--- config.mk ---
export PLATFORM = sky130hd
export DESIGN_NAME = address_claim_arbiter_flat
export DESIGN_NICKNAME = d
export VERILOG_FILES = /design/src/hw/rtl/aca_pkg.sv /design/src/hw/rtl/aca_if.sv /design/src/hw/rtl/aca_sequencer.sv /design/src/hw/rtl/aca_datapath.sv /design/src/hw/rtl/address_claim_arbiter.sv /design/src/flat_wrapper.sv
export VERILOG_INCLUDE_DIRS = /design/src /design/src/hw/rtl
export SDC_FILE = /design/constraint.sdc
export NUM_CORES = 1
export LEC_CHECK = 0
export BUFFER_PORTS_ARGS = -buffer_cell sky130_fd_sc_hd__buf_2
export CELL_PAD_IN_SITES_DETAIL_PLACEMENT = 0
export CELL_PAD_IN_SITES_GLOBAL_PLACEMENT = 1
export CORE_AREA = 2 2 200 202
export CTS_CLUSTER_DIAMETER = 30
export DETAILED_ROUTE_END_ITERATION = 6
export DIE_AREA = 0 0 202 204
export MAX_ROUTING_LAYER = met4
export PLACE_DENSITY = 0.88
export SYNTH_ARGS = -nofsm -noshare
export SYNTH_HDL_FRONTEND = slang
export SYNTH_SLANG_ARGS = --single-unit
--- constraint.sdc ---
create_clock -name clock -period 7.92 [get_ports clock]
set_input_delay 1.188 -clock clock [delete_from_list [all_inputs] [get_ports clock]]
set_output_delay 1.188 -clock clock [all_outputs]
set_load 0.05 [all_outputs]
--- src/hw/rtl/address_claim_arbiter_assert.svh ---
// assertion macros shared by the address claim arbiter modules
`ifndef ADDRESS_CLAIM_ARBITER_ASSERT_SVH
`define ADDRESS_CLAIM_ARBITER_ASSERT_SVH

// same-cycle implication, sampled on clock, off during reset
`define ACA_ASSERT_NOW(label, ante, cons) \
   label: assert property (@(posedge clock) disable iff (reset) (ante) |-> (cons)) \
      else $error("address claim arbiter check failed");

// next-cycle implication, sampled on clock, off during reset
`define ACA_ASSERT_NEXT(label, ante, cons) \
   label: assert property (@(posedge clock) disable iff (reset) (ante) |=> (cons)) \
      else $error("address claim arbiter check failed");

`endif

--- src/hw/rtl/aca_pkg.sv ---
// shared types, constants and microcode table of the address claim arbiter
`default_nettype none

package aca_pkg;

   // machine states
   localparam logic [2:0] ST_UNDEF         = 3'd0;
   localparam logic [2:0] ST_INIT          = 3'd1;
   localparam logic [2:0] ST_WAIT          = 3'd2;
   localparam logic [2:0] ST_DELAY_RECLAIM = 3'd3;
   localparam logic [2:0] ST_CANNOT        = 3'd4;
   localparam logic [2:0] ST_DELAY_CANNOT  = 3'd5;
   localparam logic [2:0] ST_NORMAL        = 3'd6;
   localparam logic [2:0] ST_ILLEGAL       = 3'd7;

   // item modes
   localparam logic [2:0] MODE_TICK       = 3'd0;
   localparam logic [2:0] MODE_REQUEST    = 3'd1;
   localparam logic [2:0] MODE_OWN_ADDR   = 3'd2;
   localparam logic [2:0] MODE_CONTENTION = 3'd3;
   localparam logic [2:0] MODE_RESTART    = 3'd4;

   // register indexes
   localparam int CSR_IDX_W = 2;
   localparam logic [CSR_IDX_W-1:0] REG_CA_NAME       = 2'd0;
   localparam logic [CSR_IDX_W-1:0] REG_TICK_MS       = 2'd1;
   localparam logic [CSR_IDX_W-1:0] REG_PREFERRED     = 2'd2;
   localparam logic [CSR_IDX_W-1:0] REG_INITIAL_STATE = 2'd3;

   // protocol constants
   localparam logic [7:0] CONTENTION_TIMEOUT = 8'd250;
   localparam logic [7:0] NULL_ADDR          = 8'd254;
   localparam logic [7:0] LAST_ADDR          = 8'd247;
   localparam logic [7:0] RST_NEXT_ADDR      = 8'd127;
   localparam logic [7:0] BACKOFF_MAX        = 8'd255;
   localparam logic [8:0] NAME_MODULUS       = 9'd255;

   // register reset values
   localparam logic [63:0] RST_CA_NAME       = 64'd0;
   localparam logic [7:0]  RST_TICK_MS       = 8'd10;
   localparam logic [7:0]  RST_PREFERRED     = 8'd128;
   localparam logic [2:0]  RST_INITIAL_STATE = ST_INIT;

   // back-off divider: 11-bit dividend, one quotient bit per step
   localparam int DIV_BITS  = 11;
   localparam int DIV_CNT_W = 4;

   typedef struct packed {
      logic [63:0] ca_name;
      logic [7:0]  tick_ms;
      logic [7:0]  preferred_address;
      logic [2:0]  initial_state;
   } cfg_type;

   // micro-operations
   typedef logic [2:0] uop_type;
   localparam uop_type OP_NOP      = 3'd0;
   localparam uop_type OP_EVENT    = 3'd1;
   localparam uop_type OP_TICK     = 3'd2;
   localparam uop_type OP_DIV_LOAD = 3'd3;
   localparam uop_type OP_DIV_STEP = 3'd4;
   localparam uop_type OP_FINISH   = 3'd5;

   // jump conditions
   typedef logic [2:0] cond_type;
   localparam cond_type CND_NEVER      = 3'd0;
   localparam cond_type CND_ALWAYS     = 3'd1;
   localparam cond_type CND_NOT_TICK   = 3'd2;
   localparam cond_type CND_NEED_DELAY = 3'd3;
   localparam cond_type CND_DIV_MORE   = 3'd4;
   localparam cond_type CND_OUT_BUSY   = 3'd5;

   // program steps
   typedef logic [2:0] step_type;
   localparam step_type STEP_DISPATCH   = 3'd0;
   localparam step_type STEP_TEST       = 3'd1;
   localparam step_type STEP_TICK       = 3'd2;
   localparam step_type STEP_DIV_LOAD   = 3'd3;
   localparam step_type STEP_DIV_LOOP   = 3'd4;
   localparam step_type STEP_TICK_DELAY = 3'd5;
   localparam step_type STEP_FINISH     = 3'd6;
   localparam step_type STEP_SPARE      = 3'd7;

   typedef struct packed {
      uop_type  op;
      cond_type cond;
      step_type target;
      logic     last;
   } ctrl_type;

   // datapath status seen by the jump logic
   typedef struct packed {
      logic not_tick;
      logic need_delay;
      logic div_more;
      logic out_busy;
   } stat_type;

   // the microprogram
   function automatic ctrl_type ucode_rom(input step_type step);
      ctrl_type word;
      case (step)
         STEP_DISPATCH:   word = '{OP_EVENT,    CND_NOT_TICK,   STEP_FINISH,   1'b0};
         STEP_TEST:       word = '{OP_NOP,      CND_NEED_DELAY, STEP_DIV_LOAD, 1'b0};
         STEP_TICK:       word = '{OP_TICK,     CND_ALWAYS,     STEP_FINISH,   1'b0};
         STEP_DIV_LOAD:   word = '{OP_DIV_LOAD, CND_NEVER,      STEP_DIV_LOOP, 1'b0};
         STEP_DIV_LOOP:   word = '{OP_DIV_STEP, CND_DIV_MORE,   STEP_DIV_LOOP, 1'b0};
         STEP_TICK_DELAY: word = '{OP_TICK,     CND_ALWAYS,     STEP_FINISH,   1'b0};
         STEP_FINISH:     word = '{OP_FINISH,   CND_OUT_BUSY,   STEP_FINISH,   1'b1};
         default:         word = '{OP_NOP,      CND_NEVER,      STEP_DISPATCH, 1'b1};
      endcase
      return word;
   endfunction

endpackage

`default_nettype wire

--- src/hw/rtl/aca_if.sv ---
// handshake channels of the address claim arbiter: request, response, csr
`default_nettype none

interface aca_req_if;
   logic        valid;
   logic        ready;
   logic [2:0]  mode;
   logic [63:0] contender_name;
   logic        tx_ok;
   logic        bus_off;
   modport source (output valid, mode, contender_name, tx_ok, bus_off, input ready);
   modport sink   (input valid, mode, contender_name, tx_ok, bus_off, output ready);
endinterface

interface aca_rsp_if;
   logic       valid;
   logic       ready;
   logic       claim_sent;
   logic [7:0] claim_address;
   logic [2:0] state_code;
   logic       address_claimed;
   modport source (output valid, claim_sent, claim_address, state_code, address_claimed,
                   input ready);
   modport sink   (input valid, claim_sent, claim_address, state_code, address_claimed,
                   output ready);
endinterface

interface aca_csr_if;
   logic                          valid;
   logic                          ready;
   logic [aca_pkg::CSR_IDX_W-1:0] index;
   logic [63:0]                   wdata;
   modport source (output valid, index, wdata, input ready);
   modport sink   (input valid, index, wdata, output ready);
endinterface

`default_nettype wire

--- src/hw/rtl/aca_sequencer.sv ---
// step counter, microcode lookup and conditional jumps
`default_nettype none
`include "address_claim_arbiter_assert.svh"

module aca_sequencer (
   input  wire logic              clock,
   input  wire logic              reset,
   input  wire logic              start,
   input  wire aca_pkg::stat_type stat,
   output aca_pkg::uop_type       uop,
   output logic                   busy
);

   logic              run_ff;
   logic              run_in;
   aca_pkg::step_type step_ff;
   aca_pkg::step_type step_in;
   aca_pkg::ctrl_type word;
   logic              hit;

   // control word of the current step
   assign word = aca_pkg::ucode_rom(step_ff);
   assign uop  = run_ff ? word.op : aca_pkg::OP_NOP;
   assign busy = run_ff;

   // jump condition select
   always_comb begin
      case (word.cond)
         aca_pkg::CND_NEVER:      hit = 1'b0;
         aca_pkg::CND_ALWAYS:     hit = 1'b1;
         aca_pkg::CND_NOT_TICK:   hit = stat.not_tick;
         aca_pkg::CND_NEED_DELAY: hit = stat.need_delay;
         aca_pkg::CND_DIV_MORE:   hit = stat.div_more;
         aca_pkg::CND_OUT_BUSY:   hit = stat.out_busy;
         default:                 hit = 1'b0;
      endcase
   end

   // next step
   always_comb begin
      run_in  = run_ff;
      step_in = step_ff;
      if (!run_ff) begin
         run_in  = start;
         step_in = aca_pkg::STEP_DISPATCH;
      end else if (hit) begin
         step_in = word.target;
      end else if (word.last) begin
         run_in = 1'b0;
      end else begin
         step_in = step_ff + 3'd1;
      end
   end

   always_ff @(posedge clock) begin
      if (reset) begin
         run_ff  <= 1'b0;
         step_ff <= aca_pkg::STEP_DISPATCH;
      end else begin
         run_ff  <= run_in;
         step_ff <= step_in;
      end
   end

   `ACA_ASSERT_NOW(a_step_in_program, run_ff, step_ff != aca_pkg::STEP_SPARE)
   `ACA_ASSERT_NEXT(a_start_enters_dispatch, start && !run_ff,
                    run_ff && step_ff == aca_pkg::STEP_DISPATCH)

endmodule

`default_nettype wire

--- src/hw/rtl/aca_datapath.sv ---
// claim state registers, back-off divider and response register
`default_nettype none
`include "address_claim_arbiter_assert.svh"

module aca_datapath (
   input  wire logic              clock,
   input  wire logic              reset,
   input  wire aca_pkg::cfg_type  cfg,
   input  wire logic              start,
   input  wire logic [2:0]        req_mode,
   input  wire logic [63:0]       req_contender_name,
   input  wire logic              req_tx_ok,
   input  wire logic              req_bus_off,
   input  wire aca_pkg::uop_type  uop,
   output aca_pkg::stat_type      stat,
   output logic                   rsp_valid,
   input  wire logic              rsp_ready,
   output logic                   rsp_claim_sent,
   output logic [7:0]             rsp_claim_address,
   output logic [2:0]             rsp_state_code,
   output logic                   rsp_address_claimed
);

   // latched item
   logic [2:0]  mode_ff;
   logic [63:0] contender_ff;
   logic        tx_ok_ff;
   logic        bus_off_ff;

   // claim state
   logic [2:0]  state_ff, state_in;
   logic [7:0]  source_ff, source_in;
   logic [7:0]  next_ff, next_in;
   logic [7:0]  count_ff, count_in;
   logic [7:0]  backoff_ff, backoff_in;
   logic        req_pend_ff, req_pend_in;
   logic        own_pend_ff, own_pend_in;
   logic        cont_pend_ff, cont_pend_in;
   logic        claimed_ff, claimed_in;
   logic [63:0] rival_ff, rival_in;
   logic        sent_ff, sent_in;

   // divider
   logic [aca_pkg::DIV_BITS-1:0]  quo_ff, quo_in;
   logic [7:0]                    rem_ff, rem_in;
   logic [aca_pkg::DIV_CNT_W-1:0] cnt_ff, cnt_in;

   // response register
   logic       rsp_valid_ff, rsp_valid_in;
   logic       rsp_sent_ff;
   logic [7:0] rsp_addr_ff;
   logic [2:0] rsp_state_ff;
   logic       rsp_claimed_ff;

   logic [10:0] name_sum;
   logic [8:0]  name_fold;
   logic [7:0]  name_mod;
   logic [10:0] dividend;
   logic [8:0]  trial;
   logic [7:0]  delay_val;
   logic [7:0]  bumped_addr;
   logic        rival_wins;
   logic [2:0]  restart_state;
   logic        out_busy;

   // name byte sum folded mod 255, times 6
   always_comb begin
      name_sum = '0;
      for (int i = 0; i < 8; i++) begin
         name_sum = name_sum + {3'b000, cfg.ca_name[8*i +: 8]};
      end
      name_fold = {1'b0, name_sum[7:0]} + {6'b000000, name_sum[10:8]};
      name_mod  = (name_fold >= aca_pkg::NAME_MODULUS)
                  ? 8'(name_fold - aca_pkg::NAME_MODULUS) : name_fold[7:0];
      dividend  = {1'b0, name_mod, 2'b00} + {2'b00, name_mod, 1'b0};
   end

   assign trial      = {rem_ff, quo_ff[aca_pkg::DIV_BITS-1]};
   assign delay_val  = (cfg.tick_ms == 8'd0) ? aca_pkg::BACKOFF_MAX : quo_ff[7:0];
   assign bumped_addr = ((next_ff + 8'd1) > aca_pkg::LAST_ADDR)
                        ? aca_pkg::NULL_ADDR : (next_ff + 8'd1);
   assign rival_wins = (rival_ff <= cfg.ca_name);
   assign restart_state = (cfg.tick_ms == 8'd0 || cfg.initial_state == aca_pkg::ST_ILLEGAL)
                          ? aca_pkg::ST_UNDEF : cfg.initial_state;
   assign out_busy   = rsp_valid_ff && !rsp_ready;

   // status for the jump logic
   assign stat.not_tick   = (mode_ff != aca_pkg::MODE_TICK);
   assign stat.need_delay = (state_ff == aca_pkg::ST_WAIT && bus_off_ff) ||
                            (state_ff == aca_pkg::ST_CANNOT && req_pend_ff);
   assign stat.div_more   = (cnt_ff != aca_pkg::DIV_CNT_W'(1));
   assign stat.out_busy   = out_busy;

   // micro-operation execution
   always_comb begin
      state_in     = state_ff;
      source_in    = source_ff;
      next_in      = next_ff;
      count_in     = count_ff;
      backoff_in   = backoff_ff;
      req_pend_in  = req_pend_ff;
      own_pend_in  = own_pend_ff;
      cont_pend_in = cont_pend_ff;
      claimed_in   = claimed_ff;
      rival_in     = rival_ff;
      sent_in      = sent_ff;
      quo_in       = quo_ff;
      rem_in       = rem_ff;
      cnt_in       = cnt_ff;
      rsp_valid_in = rsp_valid_ff && !rsp_ready;
      case (uop)
         aca_pkg::OP_EVENT: begin
            sent_in = 1'b0;
            case (mode_ff)
               aca_pkg::MODE_REQUEST:  req_pend_in = 1'b1;
               aca_pkg::MODE_OWN_ADDR: own_pend_in = 1'b1;
               aca_pkg::MODE_CONTENTION: begin
                  rival_in     = contender_ff;
                  cont_pend_in = 1'b1;
               end
               aca_pkg::MODE_RESTART: begin
                  state_in     = restart_state;
                  source_in    = cfg.preferred_address;
                  next_in      = aca_pkg::RST_NEXT_ADDR;
                  count_in     = cfg.tick_ms;
                  backoff_in   = 8'd0;
                  req_pend_in  = 1'b0;
                  own_pend_in  = 1'b0;
                  cont_pend_in = 1'b0;
                  claimed_in   = 1'b0;
                  rival_in     = 64'd0;
               end
               default: ;
            endcase
         end
         aca_pkg::OP_TICK: begin
            case (state_ff)
               aca_pkg::ST_INIT: begin
                  if (tx_ok_ff) begin
                     sent_in  = 1'b1;
                     state_in = aca_pkg::ST_WAIT;
                  end
               end
               aca_pkg::ST_WAIT: begin
                  if (bus_off_ff) begin
                     count_in   = cfg.tick_ms;
                     backoff_in = delay_val;
                     state_in   = aca_pkg::ST_DELAY_RECLAIM;
                  end else if (cont_pend_ff) begin
                     count_in = cfg.tick_ms;
                     if (rival_wins) begin
                        next_in   = bumped_addr;
                        source_in = bumped_addr;
                        if (bumped_addr == aca_pkg::NULL_ADDR) state_in = aca_pkg::ST_CANNOT;
                     end
                     if (tx_ok_ff) begin
                        sent_in      = 1'b1;
                        cont_pend_in = 1'b0;
                     end
                  end else if (count_ff == aca_pkg::CONTENTION_TIMEOUT) begin
                     count_in   = cfg.tick_ms;
                     claimed_in = 1'b1;
                     state_in   = aca_pkg::ST_NORMAL;
                  end else begin
                     count_in = count_ff + cfg.tick_ms;
                  end
               end
               aca_pkg::ST_DELAY_RECLAIM, aca_pkg::ST_DELAY_CANNOT: begin
                  if (backoff_ff < cfg.tick_ms) begin
                     if (tx_ok_ff) begin
                        sent_in  = 1'b1;
                        state_in = (state_ff == aca_pkg::ST_DELAY_RECLAIM)
                                   ? aca_pkg::ST_WAIT : aca_pkg::ST_CANNOT;
                     end
                  end else begin
                     backoff_in = backoff_ff - cfg.tick_ms;
                  end
               end
               aca_pkg::ST_CANNOT: begin
                  if (req_pend_ff) begin
                     backoff_in  = delay_val;
                     req_pend_in = 1'b0;
                     state_in    = aca_pkg::ST_DELAY_CANNOT;
                  end
               end
               aca_pkg::ST_NORMAL: begin
                  if (req_pend_ff || own_pend_ff) begin
                     if (tx_ok_ff) begin
                        sent_in     = 1'b1;
                        req_pend_in = 1'b0;
                        own_pend_in = 1'b0;
                     end
                  end else if (cont_pend_ff) begin
                     if (rival_wins) begin
                        next_in   = bumped_addr;
                        source_in = bumped_addr;
                        if (bumped_addr == aca_pkg::NULL_ADDR) state_in = aca_pkg::ST_CANNOT;
                     end
                     if (tx_ok_ff) begin
                        sent_in      = 1'b1;
                        cont_pend_in = 1'b0;
                     end
                  end
               end
               default: ;
            endcase
         end
         aca_pkg::OP_DIV_LOAD: begin
            quo_in = dividend;
            rem_in = 8'd0;
            cnt_in = aca_pkg::DIV_CNT_W'(aca_pkg::DIV_BITS);
         end
         aca_pkg::OP_DIV_STEP: begin
            if (trial >= {1'b0, cfg.tick_ms}) begin
               rem_in = 8'(trial - {1'b0, cfg.tick_ms});
               quo_in = {quo_ff[aca_pkg::DIV_BITS-2:0], 1'b1};
            end else begin
               rem_in = trial[7:0];
               quo_in = {quo_ff[aca_pkg::DIV_BITS-2:0], 1'b0};
            end
            cnt_in = cnt_ff - aca_pkg::DIV_CNT_W'(1);
         end
         aca_pkg::OP_FINISH: begin
            if (!out_busy) rsp_valid_in = 1'b1;
         end
         default: ;
      endcase
   end

   // item capture and divider registers
   always_ff @(posedge clock) begin
      if (start) begin
         mode_ff      <= req_mode;
         contender_ff <= req_contender_name;
         tx_ok_ff     <= req_tx_ok;
         bus_off_ff   <= req_bus_off;
      end
      quo_ff <= quo_in;
      rem_ff <= rem_in;
   end

   // claim state registers
   always_ff @(posedge clock) begin
      if (reset) begin
         state_ff     <= aca_pkg::RST_INITIAL_STATE;
         source_ff    <= aca_pkg::RST_PREFERRED;
         next_ff      <= aca_pkg::RST_NEXT_ADDR;
         count_ff     <= aca_pkg::RST_TICK_MS;
         backoff_ff   <= 8'd0;
         req_pend_ff  <= 1'b0;
         own_pend_ff  <= 1'b0;
         cont_pend_ff <= 1'b0;
         claimed_ff   <= 1'b0;
         rival_ff     <= 64'd0;
         sent_ff      <= 1'b0;
         cnt_ff       <= '0;
         rsp_valid_ff <= 1'b0;
      end else begin
         state_ff     <= state_in;
         source_ff    <= source_in;
         next_ff      <= next_in;
         count_ff     <= count_in;
         backoff_ff   <= backoff_in;
         req_pend_ff  <= req_pend_in;
         own_pend_ff  <= own_pend_in;
         cont_pend_ff <= cont_pend_in;
         claimed_ff   <= claimed_in;
         rival_ff     <= rival_in;
         sent_ff      <= sent_in;
         cnt_ff       <= cnt_in;
         rsp_valid_ff <= rsp_valid_in;
      end
   end

   // response payload, loaded when the result is posted
   always_ff @(posedge clock) begin
      if (uop == aca_pkg::OP_FINISH && !out_busy) begin
         rsp_sent_ff    <= sent_ff;
         rsp_addr_ff    <= source_ff;
         rsp_state_ff   <= state_ff;
         rsp_claimed_ff <= claimed_ff;
      end
   end

   assign rsp_valid           = rsp_valid_ff;
   assign rsp_claim_sent      = rsp_sent_ff;
   assign rsp_claim_address   = rsp_addr_ff;
   assign rsp_state_code      = rsp_state_ff;
   assign rsp_address_claimed = rsp_claimed_ff;

   `ACA_ASSERT_NOW(a_div_count_live, uop == aca_pkg::OP_DIV_STEP, cnt_ff != '0)
   `ACA_ASSERT_NEXT(a_finish_posts, uop == aca_pkg::OP_FINISH && !out_busy, rsp_valid_ff)
   `ACA_ASSERT_NEXT(a_event_clears_sent, uop == aca_pkg::OP_EVENT, !sent_ff)

endmodule

`default_nettype wire

--- src/hw/rtl/address_claim_arbiter.sv ---
// top level of the address claim arbiter: csr registers, sequencer and datapath
`default_nettype none

// Address-claim state machine of one CAN node. Each request item is a tick or an
// event and yields exactly one response item with the send flag, current source
// address, state and claimed flag. Items are handled one at a time by a small
// microprogram: an event runs the dispatch and finish steps, a plain tick the
// dispatch, test, tick and finish steps, and a tick that computes a new back-off
// delay runs the 11-step shift-subtract divider that divides the name-derived delay
// by tick_ms. The finished response sits in an output register, so a new item is
// accepted while it waits; the program stalls on its last step only if that
// register still holds an untaken response. Register writes are always accepted
// and must only be issued while no item is in flight.
module address_claim_arbiter (
   input  wire logic  clock,
   input  wire logic  reset,
   aca_req_if.sink    req_ch,
   aca_rsp_if.source  rsp_ch,
   aca_csr_if.sink    csr_ch
);

   aca_pkg::cfg_type  cfg_ff;
   aca_pkg::cfg_type  cfg_in;
   aca_pkg::uop_type  uop;
   aca_pkg::stat_type stat;
   logic              busy;
   logic              start;

   // configuration registers
   assign csr_ch.ready = 1'b1;

   always_comb begin
      cfg_in = cfg_ff;
      if (csr_ch.valid) begin
         case (csr_ch.index)
            aca_pkg::REG_CA_NAME:       cfg_in.ca_name           = csr_ch.wdata;
            aca_pkg::REG_TICK_MS:       cfg_in.tick_ms           = csr_ch.wdata[7:0];
            aca_pkg::REG_PREFERRED:     cfg_in.preferred_address = csr_ch.wdata[7:0];
            aca_pkg::REG_INITIAL_STATE: cfg_in.initial_state     = csr_ch.wdata[2:0];
            default: ;
         endcase
      end
   end

   always_ff @(posedge clock) begin
      if (reset) begin
         cfg_ff.ca_name           <= aca_pkg::RST_CA_NAME;
         cfg_ff.tick_ms           <= aca_pkg::RST_TICK_MS;
         cfg_ff.preferred_address <= aca_pkg::RST_PREFERRED;
         cfg_ff.initial_state     <= aca_pkg::RST_INITIAL_STATE;
      end else begin
         cfg_ff <= cfg_in;
      end
   end

   // request handshake
   assign req_ch.ready = !busy;
   assign start        = req_ch.valid && !busy;

   aca_sequencer u_sequencer (
      .clock (clock),
      .reset (reset),
      .start (start),
      .stat  (stat),
      .uop   (uop),
      .busy  (busy)
   );

   aca_datapath u_datapath (
      .clock               (clock),
      .reset               (reset),
      .cfg                 (cfg_ff),
      .start               (start),
      .req_mode            (req_ch.mode),
      .req_contender_name  (req_ch.contender_name),
      .req_tx_ok           (req_ch.tx_ok),
      .req_bus_off         (req_ch.bus_off),
      .uop                 (uop),
      .stat                (stat),
      .rsp_valid           (rsp_ch.valid),
      .rsp_ready           (rsp_ch.ready),
      .rsp_claim_sent      (rsp_ch.claim_sent),
      .rsp_claim_address   (rsp_ch.claim_address),
      .rsp_state_code      (rsp_ch.state_code),
      .rsp_address_claimed (rsp_ch.address_claimed)
   );

endmodule

`default_nettype wire

--- src/flat_wrapper.sv ---
// flat-port wrapper written by rule: the top's interface ports become plain ports
module address_claim_arbiter_flat 
  (clock, reset, req_ch_valid, req_ch_mode, req_ch_contender_name, req_ch_tx_ok, req_ch_bus_off, req_ch_ready, rsp_ch_valid, rsp_ch_claim_sent, rsp_ch_claim_address, rsp_ch_state_code, rsp_ch_address_claimed, rsp_ch_ready, csr_ch_valid, csr_ch_index, csr_ch_wdata, csr_ch_ready);
  aca_req_if req_ch_i ();
  aca_rsp_if rsp_ch_i ();
  aca_csr_if csr_ch_i ();
  input  wire logic clock;
  input  wire logic reset;
  input wire logic [$bits(req_ch_i.valid)-1:0] req_ch_valid;
  input wire logic [$bits(req_ch_i.mode)-1:0] req_ch_mode;
  input wire logic [$bits(req_ch_i.contender_name)-1:0] req_ch_contender_name;
  input wire logic [$bits(req_ch_i.tx_ok)-1:0] req_ch_tx_ok;
  input wire logic [$bits(req_ch_i.bus_off)-1:0] req_ch_bus_off;
  output wire logic [$bits(req_ch_i.ready)-1:0] req_ch_ready;
  output wire logic [$bits(rsp_ch_i.valid)-1:0] rsp_ch_valid;
  output wire logic [$bits(rsp_ch_i.claim_sent)-1:0] rsp_ch_claim_sent;
  output wire logic [$bits(rsp_ch_i.claim_address)-1:0] rsp_ch_claim_address;
  output wire logic [$bits(rsp_ch_i.state_code)-1:0] rsp_ch_state_code;
  output wire logic [$bits(rsp_ch_i.address_claimed)-1:0] rsp_ch_address_claimed;
  input wire logic [$bits(rsp_ch_i.ready)-1:0] rsp_ch_ready;
  input wire logic [$bits(csr_ch_i.valid)-1:0] csr_ch_valid;
  input wire logic [$bits(csr_ch_i.index)-1:0] csr_ch_index;
  input wire logic [$bits(csr_ch_i.wdata)-1:0] csr_ch_wdata;
  output wire logic [$bits(csr_ch_i.ready)-1:0] csr_ch_ready;
  assign req_ch_i.valid = req_ch_valid;
  assign req_ch_i.mode = req_ch_mode;
  assign req_ch_i.contender_name = req_ch_contender_name;
  assign req_ch_i.tx_ok = req_ch_tx_ok;
  assign req_ch_i.bus_off = req_ch_bus_off;
  assign req_ch_ready = req_ch_i.ready;
  assign rsp_ch_valid = rsp_ch_i.valid;
  assign rsp_ch_claim_sent = rsp_ch_i.claim_sent;
  assign rsp_ch_claim_address = rsp_ch_i.claim_address;
  assign rsp_ch_state_code = rsp_ch_i.state_code;
  assign rsp_ch_address_claimed = rsp_ch_i.address_claimed;
  assign rsp_ch_i.ready = rsp_ch_ready;
  assign csr_ch_i.valid = csr_ch_valid;
  assign csr_ch_i.index = csr_ch_index;
  assign csr_ch_i.wdata = csr_ch_wdata;
  assign csr_ch_ready = csr_ch_i.ready;
  address_claim_arbiter u_core (.clock(clock), .reset(reset), .req_ch(req_ch_i), .rsp_ch(rsp_ch_i), .csr_ch(csr_ch_i));
endmodule
==> metrics.md <==
| Metric | Value |
|---|---|
| Status | completed |
| Switching pwr | 0.00155 W |
| CP peak stage delay | 0.56 ns |
| Post-Route WL | 43500 um |
| Startpoint Class | register |
| Drt pass-1 iters | 5 |
| Worst Tran Pin Value | 1.07 ns |
| Sw Share | 0.276 |
| Final WS setup | 0.188 ns |
| Cell area power density | 278 mW/mm^2 |
| VDD IR-drop max | 0.000161 V |
| Antenna violations before repair | 1 |
| Setup slack at placement | -0.145 ns |
| Multi-input logic area | ~0.0085 sq mm |
| Post-Syn Area | 0.0162 sq mm |
| CTS buffer count | a little over 70 |
| Syn avg cell area | 9.10 sq um |
| Kind of end point of the critical path | register |
| Clock Tree Root | clkbuf_16 |
| Register Area | 0.00696 sq mm |
| Synth-to-Final Area Change | 24.6% |
| Clock Skews | approximately 0.025 ns |
| Die area | between 0.04 and 0.05 sq mm |
| Ratio of final minimum period to clock period | 0.976 |
| Core Rows | 73 |
| F_max | 0.129 GHz |
| Reg power frac | 0.308 |
| Nets@finish | ~2300 |
| Routed len/inst | approximately 17 um |
| Internal power | 0.00407 W |
| GRT overflow | 0 |
| Number of global-route vias before repair | 13300 |
| Async SR Flop Fraction | 0 |
| Gp weighted congestion | about 0.9 |
| Total Power | 0.00561 W |
| Endpoints failing hold | 0 |
| Slew margin rel. | 0.284 |
| #FFs+latches synth | just under 300 |
| Worst Hold Class | reg -> reg |
| Ys flop type | dfxtp_1 |
| Largest net degree at the start of global routing | between 100 and 150 |
| # setup viols final | 0 |
| Share of cells above drive strength 1 | 0.179 |
| Via density | 5.28 |
| Most common cell after layout, fill and taps aside | nand2_1 |
| Starting Density | 0.414 |
| Post-layout min period | 7.73 ns |
| Gr usage total | 0.216 |
| Worst-path maximum fanout | 3 |
| DP HPWL | 31100 um |
| Post-synthesis sequential area ratio | 0.429 |
| CTS sink cnt | 297 |
| Distinct cells, synth | 76 |
| Post-route ant nets | 0 |
| Combinational fraction of design power | 0.172 |
| Clock slew at reported path FFs | 0.05 ns |
| Final hold slack | 0.425 ns |
| Max-Cap Viols | 0 |
| Iter 0 DRT Violations | 891 |
| Via count | about 13000 |
| First-pass GRT wire length | a little under 70000 um |
| Input/output buffers | 154 |
| CTS Buffer Depth | 3 |
| Post-synth EDFFs | 101 |
| Critical Path AT | around 8 ns |
| Leakage | slightly above 8 nW |
| Slowest stage cell on the critical path | fa_1 |
| Drt drc | 0 |
| Most frequent cells in the layout | 266 x nand2_1, 202 x a21oi_1, 193 x dfxtp_1 |
| Fillers | 3551 |
| Pins Over Slew Limit | 0 |
| Die height | 204 um |
| Critical path type | reg -> reg |
| Core box area | around 0.039 sq mm |
| Die X | between 200 and 250 um |
| Clk Latency, worst-skew pair | 0.58 ns |
| Synthesized netlist cell count | around 1800 |
| Syn Nets | around 2100 |
| CTS tree | done |
| Crit path required time | 8.23 ns |
| Synth warn | 0 |
| Clock share of power | 0.520 |
| # IOs | 156 |
| H-tree depth | 3 |
## cell type report
class | instances | share of cell area
Sequential cell | 297 | 0.344
Inverter | 166 | 0.0308
Clock buffer | 99 | 0.103
Clock inverter | 35 | 0.0187
Antenna cell | 1 | 0.000124
Timing Repair Buffer | 193 | 0.0529
Multi-Input combinational cell | 1237 | 0.418
Tap cell | 525 | 0.0325
## cell usage after synthesis, types with 3 or more instances
master / number / area, sq um
o31ai_1: 4 / 30.0
nand2_1: 267 / 1000
buf_1: 10 / 37.5
buf_2: 5 / 25.0
mux2i_1: 32 / 320
nand3_1: 88 / 440
a21o_1: 19 / 143
a21oi_1: 205 / 1030
fa_1: 51 / 1020
o21a_1: 9 / 67.6
a21boi_0: 4 / 30.0
a2111oi_0: 6 / 52.6
dfxtp_1: 196 / 3920
edfxtp_1: 101 / 3030
and3_1: 4 / 25.0
nand3b_1: 5 / 37.5
clkbuf_1: 67 / 251
nand2b_1: 16 / 100
nor4_1: 9 / 56.3
ha_1: 118 / 1480
inv_1: 166 / 623
a211oi_1: 19 / 143
a22oi_1: 3 / 22.5
a211o_1: 9 / 78.8
or4_1: 4 / 30.0
or2_2: 8 / 50.1
o21ai_0: 43 / 215
o21ai_1: 3 / 15.0
a31oi_1: 7 / 43.8
or3_1: 3 / 18.8
nor3b_1: 6 / 45.0
nor2b_1: 14 / 87.6
and2_1: 6 / 37.5
o22ai_1: 7 / 43.8
o211ai_1: 13 / 97.6
nand4_1: 26 / 163
xor2_1: 10 / 87.6
o21bai_1: 7 / 52.6
nor2_1: 114 / 428
nor3_1: 26 / 130
and4_1: 3 / 26.3
xnor2_1: 28 / 245
## routing by layer
metal / up-vias / global-route usage / part of all wire
li1: 6579 / - / -
met1: 6415 / 0.268 / 0.43
met2: 393 / 0.354 / 0.49
met3: 84 / 0.0402 / 0.058
met4: 0 / 0.0754 / 0.025
met5: - / - / 0
## worst paths after layout
path	from	end	slack [ns]	cells after the start
hold / removal	u_core.u_datapath.source_ff[6]$_SDFFE_PP0P_	u_core.u_datapath.rsp_claim_address[6]$_DFFE_PP_	0.42	0
setup / recovery	u_core.cfg_ff[54]$_SDFFE_PP0P_	u_core.u_datapath.quo_ff[8]$_DFFE_PP_	0.19	29
hold reg to reg	u_core.u_datapath.source_ff[6]$_SDFFE_PP0P_	u_core.u_datapath.rsp_claim_address[6]$_DFFE_PP_	0.42	0
setup reg to reg	u_core.cfg_ff[54]$_SDFFE_PP0P_	u_core.u_datapath.quo_ff[8]$_DFFE_PP_	0.19	29
## metrics by stage
| stage | setup TNS, ns | instance area, sq um | std cells | util |
|---|---|---|---|---|
| floorplan | 0 | 16200 | 1783 | - |
| global placement | 0 | 17600 | 2413 | 0.450 |
| detailed placement | -0.307 | 17600 | 2413 | 0.450 |
| CTS | 0 | 20100 | 2549 | 0.513 |
| global route | -0.106 | 20200 | 2553 | 0.516 |
| finish | 0 | 20200 | 2553 | 0.516 |
## power groups by stage
stage	sequential [W]	clock, W	combinational [W]
global route	0.00174	0.00304	0.00108
global placement	0.00175	0	0.000901
detailed placement	0.00175	0	0.000923
floorplan	0.00173	0	0.000676
finish	0.00173	0.00292	0.000967
CTS	0.00173	0.00295	0.000939
## sequential cells by signal (all words and copies together) (netlist names), 3 cells and up
| register | cells |
|---|---|
| u_core.u_datapath.mode_ff | 3 |
| u_core.u_datapath.state_ff | 3 |
| u_core.u_datapath.contender_ff | 64 |
| u_core.u_datapath.source_ff | 8 |
| u_core.u_datapath.next_ff | 8 |
| u_core.cfg_ff | 83 |
| u_core.u_datapath.cnt_ff | 4 |
| u_core.u_sequencer.step_ff | 3 |
| u_core.u_datapath.backoff_ff | 8 |
| u_core.u_datapath.count_ff | 8 |
| u_core.u_datapath.rival_ff | 64 |
| u_core.u_datapath.quo_ff | 11 |
| u_core.u_datapath.rem_ff | 8 |
| u_core.u_datapath.rsp_state_code | 3 |
| u_core.u_datapath.rsp_claim_address | 8 |
## logic make-up (layout without fill, tap and decap cells)
logic type | count (synthesis) | in the layout | synth area share
AND/OR/NAND/NOR | 606 | 606 | 0.169
AO/OA/AOI/OAI | 386 | 386 | 0.145
flip-flops | 297 | 297 | 0.429
buffers and inverters | 249 | 493 | 0.0582
adder cells (fa/ha/maj) | 169 | 169 | 0.154
XOR/XNOR | 40 | 40 | 0.0225
multiplexers | 35 | 35 | 0.0221
other | 1 | 2 | 0.000231
## what timing repair did
action,4_1_cts,5_1_grt
setup buffers,2,3
resized for setup,4,20
pin swaps,5,24
setup endpoints to repair,3,5
hold buffers,0,0
## worst max-delay path, delay by kind of cell, from the launching register on
| kind | cells | cell delay (ns) |
|---|---|---|
| xor+xnor | 2 | 0.24 |
| fa+ha+maj | 8 | 3.11 |
| buf+inv | 4 | 0.20 |
| simple gates | 3 | 0.87 |
| compound gates | 11 | 2.36 |
| flops | 1 | 0.33 |
| mux | 1 | 0.34 |
Power figures use the tool's default switching activity.
